`config.mk`:
```
export PLATFORM = sky130hd
export DESIGN_NAME = pixel_cursor_register_port
export DESIGN_NICKNAME = d
export VERILOG_FILES = /design/src/pcr_pkg.sv /design/src/pcr_fifo.sv /design/src/pcr_front.sv /design/src/pcr_back.sv /design/src/pixel_cursor_register_port.sv
export SDC_FILE = /design/constraint.sdc
export NUM_CORES = 2
export LEC_CHECK = 0
export BUFFER_PORTS_ARGS = -buffer_cell sky130_fd_sc_hd__buf_2
export CORE_MARGIN = 8
export CORE_UTILIZATION = 45
export CTS_CLUSTER_SIZE = 8
export DETAILED_ROUTE_END_ITERATION = 10
export SLEW_MARGIN = 30
export SYNTH_ARGS = -nofsm -noshare
export SYNTH_HDL_FRONTEND = slang
export SYNTH_SLANG_ARGS = --single-unit
```
`constraint.sdc`:
```
create_clock -name clock -period 7 [get_ports clock]
set_input_delay 1.4 -clock clock [delete_from_list [all_inputs] [get_ports clock]]
set_output_delay 1.4 -clock clock [all_outputs]
set_load 0.02 [all_outputs]
```
`src/pcr_pkg.sv`:
```
// Shared types, register codes and the color palette of the pixel cursor port.
package pcr_pkg;

   // Palette size and queue depths.
   localparam int PALETTE_ENTRIES   = 256;
   localparam int CMD_DEPTH_DEFAULT = 4;
   localparam int RSP_DEPTH_DEFAULT = 4;

   // Configuration register reset values.
   localparam logic [5:0]  BPP_RESET    = 6'd16;
   localparam logic [15:0] STRIDE_RESET = 16'd1280;
   localparam logic [15:0] XRES_RESET   = 16'd640;
   localparam logic [15:0] YRES_RESET   = 16'd480;

   // Cursor state reset values.
   localparam logic [7:0] BRUSH_RESET    = 8'd1;
   localparam logic [7:0] BACKDROP_RESET = 8'd0;

   // Byte returned by a read of a register without read data.
   localparam logic [7:0] READ_FILL = 8'hFF;

   // Bus access direction.
   typedef enum logic {
      REQ_WRITE = 1'b0,
      REQ_READ  = 1'b1
   } req_kind_type;

   // Kind of a result transaction.
   typedef enum logic {
      KIND_STORE = 1'b0,
      KIND_READ  = 1'b1
   } rsp_kind_type;

   // Register offsets within the 16-byte window.
   typedef enum logic [3:0] {
      OFS_BASE_X_LO  = 4'd0,
      OFS_BASE_X_HI  = 4'd1,
      OFS_BASE_Y_LO  = 4'd2,
      OFS_BASE_Y_HI  = 4'd3,
      OFS_PLOT       = 4'd4,
      OFS_PLOT_RIGHT = 4'd5,
      OFS_PLOT_DOWN  = 4'd6,
      OFS_PLOT_LEFT  = 4'd7,
      OFS_PLOT_UP    = 4'd8,
      OFS_NEXT_ROW   = 4'd9,
      OFS_NEXT_COL   = 4'd10,
      OFS_PAN        = 4'd11,
      OFS_SPARE_A    = 4'd12,
      OFS_SPARE_B    = 4'd13,
      OFS_BRUSH      = 4'd14,
      OFS_BACKDROP   = 4'd15
   } offset_type;

   // Configuration register indexes.
   typedef enum logic [1:0] {
      CSR_BPP    = 2'd0,
      CSR_STRIDE = 2'd1,
      CSR_XRES   = 2'd2,
      CSR_YRES   = 2'd3
   } csr_index_type;

   // Input transaction.
   typedef struct packed {
      logic       req_type;
      logic [3:0] reg_offset;
      logic [7:0] write_data;
   } request_type;

   // Result transaction.
   typedef struct packed {
      logic        result_kind;
      logic [31:0] pixel_byte_address;
      logic [15:0] pixel_value;
      logic [7:0]  read_data;
   } response_type;

   // Classified work handed from the front end to the back end.
   typedef struct packed {
      logic        kind;
      logic [15:0] pos_x;
      logic [15:0] pos_y;
      logic [7:0]  color_index;
      logic [7:0]  read_data;
   } command_type;

   // RGB565 palette; the last entry is black.
   localparam logic [15:0] PALETTE [PALETTE_ENTRIES] = '{
      16'h0000,16'h7bcf,16'h0008,16'h73ca,16'h610c,16'h2b00,16'h5000,16'h3b8e,
      16'h2a0d,16'h0106,16'h39cf,16'h18c3,16'h39c7,16'h33ca,16'h7a00,16'h5acb,
      16'h0000,16'h0841,16'h1082,16'h18c3,16'h2104,16'h2945,16'h3186,16'h39c7,
      16'h4208,16'h4a49,16'h528a,16'h5acb,16'h630c,16'h6b4d,16'h738e,16'h7bcf,
      16'h0842,16'h18c4,16'h2106,16'h3188,16'h420a,16'h4a4c,16'h5acf,16'h0842,
      16'h1084,16'h18c6,16'h2108,16'h294a,16'h318c,16'h39cf,16'h0002,16'h0844,
      16'h0846,16'h1088,16'h108a,16'h18cc,16'h18cf,16'h0002,16'h0004,16'h0006,
      16'h0008,16'h000a,16'h000c,16'h000f,16'h0882,16'h1904,16'h2186,16'h3208,
      16'h428a,16'h4b0c,16'h5b8f,16'h0842,16'h10c4,16'h1946,16'h21c8,16'h2a4a,
      16'h32cc,16'h3b4f,16'h0042,16'h08c4,16'h0946,16'h1188,16'h120a,16'h1a8c,
      16'h1b0f,16'h0042,16'h00c4,16'h0106,16'h0188,16'h020a,16'h024c,16'h02cf,
      16'h0881,16'h1903,16'h2185,16'h3207,16'h4289,16'h4b0b,16'h5bcd,16'h0881,
      16'h1103,16'h1984,16'h2206,16'h2a88,16'h3309,16'h3bcb,16'h0081,16'h0902,
      16'h0984,16'h1205,16'h1286,16'h1b08,16'h1bc9,16'h0081,16'h0102,16'h0183,
      16'h0204,16'h0285,16'h0306,16'h03c7,16'h0881,16'h1903,16'h2984,16'h3206,
      16'h4288,16'h5309,16'h63cb,16'h0881,16'h1102,16'h2183,16'h2a04,16'h3285,
      16'h4306,16'h4bc7,16'h0080,16'h0901,16'h1181,16'h1a02,16'h2282,16'h2b03,
      16'h33c3,16'h0080,16'h0900,16'h0980,16'h1200,16'h1280,16'h1b00,16'h1bc0,
      16'h1081,16'h2103,16'h3184,16'h4206,16'h5288,16'h6309,16'h7bcb,16'h1081,
      16'h2102,16'h3183,16'h4204,16'h5285,16'h6306,16'h7bc7,16'h1080,16'h2101,
      16'h3181,16'h4202,16'h5282,16'h6303,16'h7bc3,16'h1080,16'h2100,16'h3180,
      16'h4200,16'h5280,16'h6300,16'h7bc0,16'h1041,16'h20c3,16'h3144,16'h4186,
      16'h5208,16'h6289,16'h7b0b,16'h1041,16'h2082,16'h3103,16'h4144,16'h5185,
      16'h6206,16'h7a47,16'h1000,16'h2041,16'h3081,16'h40c2,16'h5102,16'h6143,
      16'h7983,16'h1000,16'h2040,16'h3040,16'h4080,16'h5080,16'h60c0,16'h78c0,
      16'h1041,16'h20c3,16'h3105,16'h4187,16'h5209,16'h624b,16'h7acd,16'h1041,
      16'h2083,16'h30c4,16'h4106,16'h5148,16'h6189,16'h79cb,16'h1001,16'h2042,
      16'h3044,16'h4085,16'h5086,16'h60c8,16'h78c9,16'h1001,16'h2002,16'h3003,
      16'h4004,16'h5005,16'h6006,16'h7807,16'h1042,16'h20c4,16'h3106,16'h4188,
      16'h520a,16'h624c,16'h72cf,16'h0842,16'h1884,16'h28c6,16'h3908,16'h494a,
      16'h598c,16'h69cf,16'h0802,16'h1844,16'h2846,16'h3088,16'h408a,16'h50cc,
      16'h60cf,16'h0802,16'h1804,16'h2006,16'h3008,16'h400a,16'h480c,16'h0000
   };

endpackage

```
`src/pcr_fifo.sv`:
```
// Small flip-flop queue used between the front end, the back end and the result port.
module pcr_fifo #(
   parameter int WIDTH = 8,
   parameter int DEPTH = 4
) (
   input  logic             clock,
   input  logic             reset,
   input  logic             push,
   input  logic [WIDTH-1:0] push_data,
   output logic             full,
   input  logic             pop,
   output logic [WIDTH-1:0] pop_data,
   output logic             empty
);

   localparam int PTR_W = (DEPTH > 1) ? $clog2(DEPTH) : 1;
   localparam int CNT_W = $clog2(DEPTH + 1);

   logic [WIDTH-1:0] mem_ff [DEPTH];
   logic [PTR_W-1:0] wr_ptr_ff, wr_ptr_in;
   logic [PTR_W-1:0] rd_ptr_ff, rd_ptr_in;
   logic [CNT_W-1:0] count_ff, count_in;
   logic             do_push;
   logic             do_pop;

   // Status and handshake qualification.
   assign full     = (count_ff == CNT_W'(DEPTH));
   assign empty    = (count_ff == '0);
   assign do_push  = push & ~full;
   assign do_pop   = pop & ~empty;
   assign pop_data = mem_ff[rd_ptr_ff];

   // Pointer and occupancy updates; pointers wrap at the depth.
   always_comb begin
      wr_ptr_in = wr_ptr_ff;
      rd_ptr_in = rd_ptr_ff;
      count_in  = count_ff;
      if (do_push) begin
         wr_ptr_in = (wr_ptr_ff == PTR_W'(DEPTH - 1)) ? '0 : wr_ptr_ff + 1'b1;
      end
      if (do_pop) begin
         rd_ptr_in = (rd_ptr_ff == PTR_W'(DEPTH - 1)) ? '0 : rd_ptr_ff + 1'b1;
      end
      if (do_push && !do_pop) begin
         count_in = count_ff + 1'b1;
      end else if (do_pop && !do_push) begin
         count_in = count_ff - 1'b1;
      end
   end

   // Control state.
   always_ff @(posedge clock) begin
      if (reset) begin
         wr_ptr_ff <= '0;
         rd_ptr_ff <= '0;
         count_ff  <= '0;
      end else begin
         wr_ptr_ff <= wr_ptr_in;
         rd_ptr_ff <= rd_ptr_in;
         count_ff  <= count_in;
      end
   end

   // Storage needs no reset.
   always_ff @(posedge clock) begin
      if (do_push) begin
         mem_ff[wr_ptr_ff] <= push_data;
      end
   end

endmodule

```
`src/pcr_front.sv`:
```
// Front end: accepts bus transactions, keeps the cursor state and classifies each access.
module pcr_front (
   input  logic                 clock,
   input  logic                 reset,
   input  logic                 push,
   input  pcr_pkg::request_type req_payload,
   input  logic [15:0]          x_resolution,
   input  logic [15:0]          y_resolution,
   input  logic                 cmd_full,
   output logic                 cmd_push,
   output pcr_pkg::command_type cmd_data
);

   logic [15:0] base_x_ff, base_x_in;
   logic [15:0] base_y_ff, base_y_in;
   logic [15:0] cursor_x_ff, cursor_x_in;
   logic [15:0] cursor_y_ff, cursor_y_in;
   logic [7:0]  brush_ff, brush_in;
   logic [7:0]  backdrop_ff, backdrop_in;
   logic        take;
   logic        emit;
   logic [15:0] plot_x;
   logic [15:0] plot_y;
   logic [7:0]  rd_byte;
   logic [7:0]  wdata;

   assign take  = push & ~cmd_full;
   assign wdata = req_payload.write_data;

   // Register read data.
   always_comb begin
      unique case (req_payload.reg_offset)
         pcr_pkg::OFS_BASE_X_LO: rd_byte = x_resolution[7:0];
         pcr_pkg::OFS_BASE_X_HI: rd_byte = x_resolution[15:8];
         pcr_pkg::OFS_BASE_Y_LO: rd_byte = y_resolution[7:0];
         pcr_pkg::OFS_BASE_Y_HI: rd_byte = y_resolution[15:8];
         default:                rd_byte = pcr_pkg::READ_FILL;
      endcase
   end

   // Write decode: state moves and the plot position.
   always_comb begin
      base_x_in   = base_x_ff;
      base_y_in   = base_y_ff;
      cursor_x_in = cursor_x_ff;
      cursor_y_in = cursor_y_ff;
      brush_in    = brush_ff;
      backdrop_in = backdrop_ff;
      plot_x      = cursor_x_ff;
      plot_y      = cursor_y_ff;
      emit        = 1'b0;
      unique case (req_payload.reg_offset)
         pcr_pkg::OFS_BASE_X_LO: begin
            base_x_in   = {base_x_ff[15:8], wdata};
            cursor_x_in = {base_x_ff[15:8], wdata};
         end
         pcr_pkg::OFS_BASE_X_HI: begin
            base_x_in   = {wdata, base_x_ff[7:0]};
            cursor_x_in = {wdata, base_x_ff[7:0]};
         end
         pcr_pkg::OFS_BASE_Y_LO: begin
            base_y_in   = {base_y_ff[15:8], wdata};
            cursor_y_in = {base_y_ff[15:8], wdata};
         end
         pcr_pkg::OFS_BASE_Y_HI: begin
            base_y_in   = {wdata, base_y_ff[7:0]};
            cursor_y_in = {wdata, base_y_ff[7:0]};
         end
         pcr_pkg::OFS_PLOT: begin
            emit = 1'b1;
         end
         pcr_pkg::OFS_PLOT_RIGHT: begin
            emit        = 1'b1;
            cursor_x_in = cursor_x_ff + 16'd1;
         end
         pcr_pkg::OFS_PLOT_DOWN: begin
            emit        = 1'b1;
            cursor_y_in = cursor_y_ff + 16'd1;
         end
         pcr_pkg::OFS_PLOT_LEFT: begin
            emit        = 1'b1;
            cursor_x_in = cursor_x_ff - 16'd1;
         end
         pcr_pkg::OFS_PLOT_UP: begin
            emit        = 1'b1;
            cursor_y_in = cursor_y_ff - 16'd1;
         end
         pcr_pkg::OFS_NEXT_ROW: begin
            emit        = 1'b1;
            base_y_in   = base_y_ff + 16'd1;
            cursor_x_in = base_x_ff;
            cursor_y_in = base_y_ff + 16'd1;
            plot_x      = base_x_ff;
            plot_y      = base_y_ff + 16'd1;
         end
         pcr_pkg::OFS_NEXT_COL: begin
            emit        = 1'b1;
            base_x_in   = base_x_ff + 16'd1;
            cursor_x_in = base_x_ff + 16'd1;
            cursor_y_in = base_y_ff;
            plot_x      = base_x_ff + 16'd1;
            plot_y      = base_y_ff;
         end
         pcr_pkg::OFS_PAN: begin
            emit = 1'b0;
         end
         pcr_pkg::OFS_SPARE_A: begin
            emit = 1'b0;
         end
         pcr_pkg::OFS_SPARE_B: begin
            emit = 1'b0;
         end
         pcr_pkg::OFS_BRUSH: begin
            brush_in = wdata;
         end
         pcr_pkg::OFS_BACKDROP: begin
            backdrop_in = wdata;
         end
      endcase
   end

   // Command toward the back end. Reads carry zero coordinates and palette
   // index zero, which is black, so their address and color fields come out zero.
   always_comb begin
      cmd_data = '0;
      cmd_push = 1'b0;
      if (req_payload.req_type == pcr_pkg::REQ_READ) begin
         cmd_data.kind      = pcr_pkg::KIND_READ;
         cmd_data.read_data = rd_byte;
         cmd_push           = take;
      end else begin
         cmd_data.kind        = pcr_pkg::KIND_STORE;
         cmd_data.pos_x       = plot_x;
         cmd_data.pos_y       = plot_y;
         cmd_data.color_index = wdata;
         cmd_push             = take & emit;
      end
   end

   // Cursor state changes only on an accepted write.
   always_ff @(posedge clock) begin
      if (reset) begin
         base_x_ff   <= '0;
         base_y_ff   <= '0;
         cursor_x_ff <= '0;
         cursor_y_ff <= '0;
         brush_ff    <= pcr_pkg::BRUSH_RESET;
         backdrop_ff <= pcr_pkg::BACKDROP_RESET;
      end else if (take && req_payload.req_type == pcr_pkg::REQ_WRITE) begin
         base_x_ff   <= base_x_in;
         base_y_ff   <= base_y_in;
         cursor_x_ff <= cursor_x_in;
         cursor_y_ff <= cursor_y_in;
         brush_ff    <= brush_in;
         backdrop_ff <= backdrop_in;
      end
   end

   // A brush write lands in the brush register.
   assert property (@(posedge clock) disable iff (reset)
      take && req_payload.req_type == pcr_pkg::REQ_WRITE
         && req_payload.reg_offset == pcr_pkg::OFS_BRUSH
      |=> brush_ff == $past(req_payload.write_data))
      else $error("brush register not updated");

   // A background write lands in the background register.
   assert property (@(posedge clock) disable iff (reset)
      take && req_payload.req_type == pcr_pkg::REQ_WRITE
         && req_payload.reg_offset == pcr_pkg::OFS_BACKDROP
      |=> backdrop_ff == $past(req_payload.write_data))
      else $error("background register not updated");

   // Reads leave the cursor alone.
   assert property (@(posedge clock) disable iff (reset)
      take && req_payload.req_type == pcr_pkg::REQ_READ
      |=> $stable(cursor_x_ff) && $stable(cursor_y_ff))
      else $error("read moved the cursor");

   // Every accepted read yields a command.
   assert property (@(posedge clock) disable iff (reset)
      take && req_payload.req_type == pcr_pkg::REQ_READ |-> cmd_push)
      else $error("read lost its response");

endmodule

```
`src/pcr_back.sv`:
```
// Back end: address multiply, palette lookup and assembly of the result transaction.
module pcr_back (
   input  logic                  clock,
   input  logic                  reset,
   input  logic                  cmd_empty,
   input  pcr_pkg::command_type  cmd_data,
   output logic                  cmd_pop,
   input  logic [5:0]            pixel_bits,
   input  logic [15:0]           line_stride_bytes,
   input  logic                  res_full,
   output logic                  res_push,
   output pcr_pkg::response_type res_data
);

   // Products and color held between the multiply and the final add.
   typedef struct packed {
      logic        kind;
      logic [21:0] x_product;
      logic [31:0] y_product;
      logic [15:0] color;
      logic [7:0]  read_data;
   } stage_type;

   stage_type stage_ff, stage_in;
   logic      stage_valid_ff, stage_valid_in;
   logic      advance;
   logic      load;

   // Stage moves on when the result queue has room.
   assign advance  = stage_valid_ff & ~res_full;
   assign load     = ~cmd_empty & (~stage_valid_ff | advance);
   assign cmd_pop  = load;
   assign res_push = advance;

   // Multiply and palette lookup.
   always_comb begin
      stage_in.kind      = cmd_data.kind;
      stage_in.x_product = 22'(cmd_data.pos_x) * 22'(pixel_bits);
      stage_in.y_product = 32'(cmd_data.pos_y) * 32'(line_stride_bytes);
      stage_in.color     = pcr_pkg::PALETTE[cmd_data.color_index];
      stage_in.read_data = cmd_data.read_data;
      stage_valid_in     = load | (stage_valid_ff & ~advance);
   end

   // Byte address: x bits divided by eight plus the row offset, modulo 2^32.
   always_comb begin
      res_data.result_kind        = stage_ff.kind;
      res_data.pixel_byte_address = 32'(stage_ff.x_product[21:3]) + stage_ff.y_product;
      res_data.pixel_value        = stage_ff.color;
      res_data.read_data          = stage_ff.read_data;
   end

   always_ff @(posedge clock) begin
      if (reset) begin
         stage_valid_ff <= 1'b0;
      end else begin
         stage_valid_ff <= stage_valid_in;
      end
   end

   always_ff @(posedge clock) begin
      if (load) begin
         stage_ff <= stage_in;
      end
   end

   // A blocked stage keeps its contents.
   assert property (@(posedge clock) disable iff (reset)
      stage_valid_ff && res_full |=> stage_valid_ff && $stable(stage_ff))
      else $error("stalled stage lost its transaction");

   // Results never go into a full queue.
   assert property (@(posedge clock) disable iff (reset)
      res_push |-> !res_full)
      else $error("push into full result queue");

   // A load only takes a waiting command.
   assert property (@(posedge clock) disable iff (reset)
      cmd_pop |-> !cmd_empty)
      else $error("pop from empty command queue");

endmodule

```
`src/pixel_cursor_register_port.sv`:
```
// Top level of the pixel cursor register port: configuration registers and block wiring.
//
// Usage. Bus accesses enter on the request queue port: an access is taken at a
// clock edge with push high and full low. Writes to the base, brush and
// background offsets and to the pan and spare offsets produce nothing; plot
// writes produce one pixel store transaction (byte address and RGB565 color);
// every read produces one read-data transaction. Results leave through the
// response queue port: the oldest one is shown while empty is low and is taken
// at an edge with pop high.
// An accepted access passes the command queue and the back-end stage register
// to the result queue. Throughput is one transaction per cycle while full is
// low, set by the cursor update and the one-stage multiply and palette lookup.
// When the receiver stops popping, the result queue and then the command queue
// fill and full rises; nothing is dropped.
// Reset (synchronous, active high) empties both queues, clears base and cursor
// and loads the configuration registers with 16 bpp, 1280-byte stride and
// 640 x 480. Configuration writes are always ready and must be made only while
// no transactions are in flight.
module pixel_cursor_register_port #(
   parameter int CMD_DEPTH = pcr_pkg::CMD_DEPTH_DEFAULT,
   parameter int RSP_DEPTH = pcr_pkg::RSP_DEPTH_DEFAULT
) (
   input  logic                  clock,
   input  logic                  reset,
   input  logic                  push,
   output logic                  full,
   input  pcr_pkg::request_type  req_payload,
   output logic                  empty,
   input  logic                  pop,
   output pcr_pkg::response_type rsp_payload,
   input  logic                  valid,
   output logic                  ready,
   input  logic [1:0]            csr_index,
   input  logic [15:0]           csr_data
);

   logic [5:0]            bpp_ff;
   logic [15:0]           stride_ff;
   logic [15:0]           xres_ff;
   logic [15:0]           yres_ff;
   logic                  cmd_push;
   logic                  cmd_pop;
   logic                  cmd_full;
   logic                  cmd_empty;
   pcr_pkg::command_type  cmd_in_data;
   logic [$bits(pcr_pkg::command_type)-1:0] cmd_out_bits;
   pcr_pkg::command_type  cmd_out_data;
   logic                  res_push;
   logic                  res_full;
   pcr_pkg::response_type res_data;
   logic [$bits(pcr_pkg::response_type)-1:0] rsp_bits;

   assign ready        = 1'b1;
   assign full         = cmd_full;
   assign cmd_out_data = pcr_pkg::command_type'(cmd_out_bits);
   assign rsp_payload  = pcr_pkg::response_type'(rsp_bits);

   // Configuration registers.
   always_ff @(posedge clock) begin
      if (reset) begin
         bpp_ff    <= pcr_pkg::BPP_RESET;
         stride_ff <= pcr_pkg::STRIDE_RESET;
         xres_ff   <= pcr_pkg::XRES_RESET;
         yres_ff   <= pcr_pkg::YRES_RESET;
      end else if (valid && ready) begin
         unique case (csr_index)
            pcr_pkg::CSR_BPP:    bpp_ff    <= csr_data[5:0];
            pcr_pkg::CSR_STRIDE: stride_ff <= csr_data;
            pcr_pkg::CSR_XRES:   xres_ff   <= csr_data;
            pcr_pkg::CSR_YRES:   yres_ff   <= csr_data;
         endcase
      end
   end

   // Front end: cursor state and access classification.
   pcr_front u_front (
      .clock        (clock),
      .reset        (reset),
      .push         (push),
      .req_payload  (req_payload),
      .x_resolution (xres_ff),
      .y_resolution (yres_ff),
      .cmd_full     (cmd_full),
      .cmd_push     (cmd_push),
      .cmd_data     (cmd_in_data)
   );

   // Command queue between front and back.
   pcr_fifo #(
      .WIDTH ($bits(pcr_pkg::command_type)),
      .DEPTH (CMD_DEPTH)
   ) u_cmd_fifo (
      .clock     (clock),
      .reset     (reset),
      .push      (cmd_push),
      .push_data (cmd_in_data),
      .full      (cmd_full),
      .pop       (cmd_pop),
      .pop_data  (cmd_out_bits),
      .empty     (cmd_empty)
   );

   // Back end: address and color.
   pcr_back u_back (
      .clock             (clock),
      .reset             (reset),
      .cmd_empty         (cmd_empty),
      .cmd_data          (cmd_out_data),
      .cmd_pop           (cmd_pop),
      .pixel_bits        (bpp_ff),
      .line_stride_bytes (stride_ff),
      .res_full          (res_full),
      .res_push          (res_push),
      .res_data          (res_data)
   );

   // Result queue toward the receiver.
   pcr_fifo #(
      .WIDTH ($bits(pcr_pkg::response_type)),
      .DEPTH (RSP_DEPTH)
   ) u_rsp_fifo (
      .clock     (clock),
      .reset     (reset),
      .push      (res_push),
      .push_data (res_data),
      .full      (res_full),
      .pop       (pop),
      .pop_data  (rsp_bits),
      .empty     (empty)
   );

endmodule

```
# Word level (Yosys, flattened, before mapping)
# Memories as Yosys holds them, arrays and structs flattened. A register that Yosys moved wholly into a read port is not among the register bits.
# Cells that the tools add are included.
# totals
ff_bits,196
ram_bits,424
rom_bits,4096
input_bits,36
output_inout_bits,60
elab_cells,143
n_memories,3
# mem_list
name,depth,word_bits,read_ports,rd_ports_with_merged_regs,write_ports,line_no,rtl
(no name shown),256,16,1,1,0,pcr_back.sv:40,stage_in.color = pcr_pkg::PALETTE[cmd_data.color_index];
u_rsp_fifo.mem_ff,4,57,1,1,1,pcr_fifo.sv:19,logic [WIDTH-1:0] mem_ff [DEPTH];
u_cmd_fifo.mem_ff,4,49,1,1,1,pcr_fifo.sv:19,
# classes
addsub,15
mul,2
eq_ne,19
muxes,28
bitwise_logic,23
n_reduce_logical,32
# ops
op,n
$pmux W16 S6,2
$pmux W16 S3,2
$add A16 B1 Y16 const B,4
$pmux W16 S2,2
$mux W40,1
$add A19 B32 Y32,1
$mul A16 B16 Y32,1
$pmux W8 S4,1
$sub A16 B1 Y16 const B,2
$mul A16 B6 Y22,1
$eq A4 B3 Y1 const B,4
$mux W2,8
$eq A2 B2 Y1 const B,6
$eq A4 B4 Y1 const B,3
$mux W3,4
$reduce_and A2 Y1,6
$reduce_and A3 Y1,4
$reduce_bool A2 Y1,6
$reduce_bool A6 Y1,2
$not A1 Y1,11
$and A1 B1 Y1,9
$not A8 Y9,1
$add A2 B1 Y2 const B,4
$eq A4 B2 Y1 const B,2
other kinds (14),32

# Logic depth before layout (Yosys ltp)
# depth
depth_word,10
depth_mapped,28
depth_no_buf,23

# By module
# A second synthesis with hierarchy kept.
# unflattened
cells_unflattened,4024
hier_area_um2,43309.0
# modules_own_cells
mod,instances,cells_each,area_each_um2,seq_area_each_um2
pcr_back,1,2172,18098.6,2182.1
pcr_fifo at u_rsp_fifo,1,347,8720.9,7026.7
pcr_fifo at u_cmd_fifo,1,306,7563.5,6065.8
pcr_front,1,992,6716.4,1281.2
pixel_cursor_register_port,1,207,2209.6,1081.0

# Least setup slack after synthesis
# OpenSTA, ideal clock, no wires.
# synth_timing
path_type,register to register
from,reg (tool-made name)
to,"reg u_back.stage_ff[54] (netlist bit), data pin"
setup_time_ps,258
t_arrival_ps,6751
required_ps,6742
path_slack_ps,-9
path_stages_with_launch,27
n_path_buf,5
period_less_slack_ps,7009
path_cell_list,dfxtp_1 > buf_4 > buf_4 > buf_2 > buf_1 > mux4_2 > clkbuf_1 > nand2_1 > fa_1 > inv_1 > fa_1 > inv_1 > fa_1 > inv_1 > fa_1 > fa_1 > inv_1 > fa_1 > inv_1 > ha_1 > nand2_1 > or2_2 > o31ai_1 > a31oi_1 > o311ai_0 > a21oi_1 > xnor2_1
# synth_rtl
item,line_no,rtl
to (signal assigned),pcr_back.sv:63,stage_ff <= stage_in;
to (decl),pcr_back.sv:24,"stage_type stage_ff, stage_in;"

==> results.py <==
metrics = {
    "run_status": {
        "outcome": "finished clean",
    },
    "cells_and_area": {
        "final_area_sq_mm": 0.0455,
        "drive_gt1_frac": 0.111,
        "syn2layout_area_growth_pct": 10.2,
        "fin_cells": 5146,
        "finalNetCount": 4392,
        "multiInputGateArea_sq_mm": 0.0221,
        "regArea_sq_mm": 0.0172,
        "fillers": 8379,
        "utilization": 0.498,
    },
    "timing": {
        "period_needed_ps": 6700,
        "fin_ws_ps": 295,
        "worst_pin_slew_ps": 996,
        "skew_ps": 33.5,
        "hold_viol_final": 0,
        "final-max-slew-violation-count": 0,
        "setup_viol": 0,
        "fin_crit_sh": 0.958,
        "max-slew-margin-rel": 0.336,
        "rsz0062_at_grt": "yes",
        "max_freq_mhz": 149,
    },
    "worst_setup_path": {
        "rrSetupSlack_ps": 300,
        "crit_top_cell": "fa_1",
        "worstPathArrival_ps": 7070,
        "worst_setup_path_start_kind": "register",
        "critPathCaptureType": "register",
        "critPathMaxStageDelay_ps": 530,
        "cp_slowest_cell": "mux4_2",
        "worstPathCellList": "buf_4 > mux4_2 > buf_4 > and2_1 > fa_1 > inv_1 > fa_1 > fa_1 > fa_1 > inv_1 > fa_1 > inv_1 > fa_1 > inv_1 > ha_1 > a21o_1 > a21o_1 > a31oi_1 > nor2_1 > o21ai_1 > o31a_1 > o21ai_0 > a21oi_1 > xnor2_1",
        "crit_required_ps": 7360,
        "path_max_fanout": 15,
        "criticalPathCategory": "register to register",
    },
    "power": {
        "power_w": 0.0190,
        "p_int_w": 0.0111,
        "combPwrFrac": 0.505,
        "clockPowerShare": 0.207,
        "power_density_mw_per_mm2": 419,
        "seqPwrFrac": 0.289,
        "p_leak_nw": 17.8,
        "p_switching_w": 0.00796,
        "switching_share": 0.418,
        "vdd_drop_max_uv": 216,
    },
    "yosys": {
        "synthArstFlopShare": 0,
        "synthFlopType": "edfxtp_1",
        "yosysSeqAreaShare": 0.415,
        "synthCells": 3857,
        "ys_types": 88,
        "synth_area_per_cell_sq_um": 10.7,
        "ys_warn_count": 0,
        "syn-cell-area_sq_mm": 0.0413,
        "synth_edf_count": 480,
        "ys_ff_latch": 617,
    },
    "grt": {
        "grt_max_degree": 70,
        "grt_pass1_wl_mm": 171,
        "grt_usage": 0.209,
        "antenna_found_initial": 15,
        "grt_pass1_vias": 29542,
        "grt-ovfl-total": 0,
    },
    "floorplan": {
        "rows": 111,
        "ios": 96,
        "dieArea_sq_mm": 0.102,
        "die-height_microns": 319,
        "core-area_sq_mm": 0.0914,
        "start_util": 0.452,
        "fp.dieW_microns": 319,
    },
    "placement": {
        "dpl.cell_count": 4982,
        "portBuffers": 90,
        "placed_area_sq_mm": 0.0429,
        "dp_slack_ps": 102,
        "gp_congestion": 0.945,
        "hpwl_mm": 77.1,
    },
    "clocking": {
        "htree_levels": 3,
        "cts_tree": "built",
        "path_clk_slew_ps": 50,
        "numCtsBuffers": 87,
        "cts_root_buffer": "clkbuf_16",
        "cts.path.max_buffers": 3,
        "cts_hold_buf": 0,
        "clock_latency_ps": 630,
        "cts.sinks": 617,
    },
    "drt": {
        "drtIter0Drc": 3036,
        "post_drt_wl_per_cell_microns": 21.0,
        "drt-total-wl_mm": 108,
        "viasPerCell": 5.75,
        "drc": 0,
        "ant_nets": 0,
        "dr_total_vias": 29575,
        "dr.pass1.iters": 7,
    },
    "min_path": {
        "hold_class": "register to register",
    },
    "run": {
        "drv_cap": 0,
    },
}
## path summary, 6_finish.rpt
check / start / endpoint / cells after the start
hold / removal: yres_ff[12] / yres_ff[12] / 2
hold reg to reg: yres_ff[12] / yres_ff[12] / 2
setup reg to reg: register / u_back.stage_ff[55] / 24
setup / recovery: register / u_back.stage_ff[55] / 24
## layer usage
layer	part of all wire	up-vias	track usage	routed length, microns
li1	-	13712	-	-
met1	0.45	14491	0.300	48300
met2	0.44	1163	0.319	47500
met3	0.091	195	0.0493	9870
met4	0.022	14	0.0553	2380
met5	0.00095	-	0	103
## Yosys cell counts, types with 38 or more instances
cell type / number / share of area
nand3_1: 49 / 0.0059
a211oi_1: 53 / 0.0096
nor3_1: 75 / 0.0091
o21ai_0: 147 / 0.018
buf_2: 39 / 0.0047
a21oi_1: 274 / 0.033
xnor2_1: 72 / 0.015
fa_1: 256 / 0.12
inv_1: 297 / 0.027
and2_1: 161 / 0.024
xor2_1: 43 / 0.0091
ha_1: 209 / 0.063
nor2_1: 228 / 0.021
a21o_1: 38 / 0.0069
mux4_2: 102 / 0.056
dfxtp_1: 137 / 0.066
clkbuf_1: 157 / 0.014
edfxtp_1: 480 / 0.35
nand2_1: 516 / 0.047
## flip-flops by register name, indices dropped and copies added (netlist names), 16 cells and up, named ones only
name and cells:
xres_ff 16, u_front.cursor_y_ff 16, yres_ff 16, u_back.stage_ff 51, u_front.cursor_x_ff 16, u_front.base_y_ff 16
u_front.base_x_ff 16, u_back.res_data 21, u_cmd_fifo.mem_ff 196, stride_ff 16, u_rsp_fifo.mem_ff 212
## stage by stage
stage / hold slack, ps / TNS, ps
3_5_place_dp: 447 / 0
4_1_cts: 455 / 0
6_report: 453 / 0
2_1_floorplan: 432 / 0
3_3_place_gp: 441 / 0
5_1_grt: 470 / -10.3
## final cells by class
class                           instances  area share
Sequential cell                       617       0.377
Timing Repair Buffer                  173      0.0236
Tap cell                             1186      0.0326
Clock inverter                          6     0.00258
Multi-Input combinational cell       2714       0.486
Inverter                              298      0.0246
Clock buffer                          146      0.0532
Antenna cell                            6    0.000330
## cells by family (layout without fill, tap and decap cells)
group,after synthesis,after routing,synth area share
buffers and inverters,529,623,0.0518
adders and majority gates,465,465,0.187
DFF,617,617,0.415
AOI/OAI and AO/OA,802,802,0.123
other,2,11,0.000182
muxes,145,145,0.0664
xor gates and xnor gates,115,115,0.0244
and+or+nand+nor,1182,1182,0.132
## placed cells by master (no fill, tap or decap), types with 31 or more instances in the layout
cell type and instances:
inv_1 297, mux4_2 102, a21o_1 38, nand2_1 515
a21oi_1 273, nor2_1 224, and2_1 153, buf_2 89
o21a_1 34, xnor2_1 72, clkbuf_1 58, o21ai_0 145
buf_4 84, dfxtp_1 133, nor2b_1 32, edfxtp_1 480
xor2_1 43, a211oi_1 53, fa_1 256, ha_1 209
clkbuf_16 88, o211ai_1 31, nand3_1 49, nor3_1 73
## power groups by stage
stage	Clock [W]	Combinational, W	Sequential, W
after global placement	0	0.00942	0.00557
after detailed placement	0	0.00947	0.00559
final	0.00394	0.00961	0.00550
after global routing	0.00419	0.0106	0.00556
after floorplan	0	0.00687	0.00542
after CTS	0.00404	0.00952	0.00552
## timing repair
item                       CTS  global route
setup endpoints to repair    0             5
buffers inserted             0             6
resized for setup            0             4
## critical path: cells and delay by family, from the launching register on
family	cells	cell delay, ps
simple gates	2	290
fa+ha+maj	7	3080
mux	1	530
compound gates	7	1420
xor+xnor	1	80
buf+inv	6	610
flops	1	440
No activity file was read; power rests on OpenSTA's default activity.
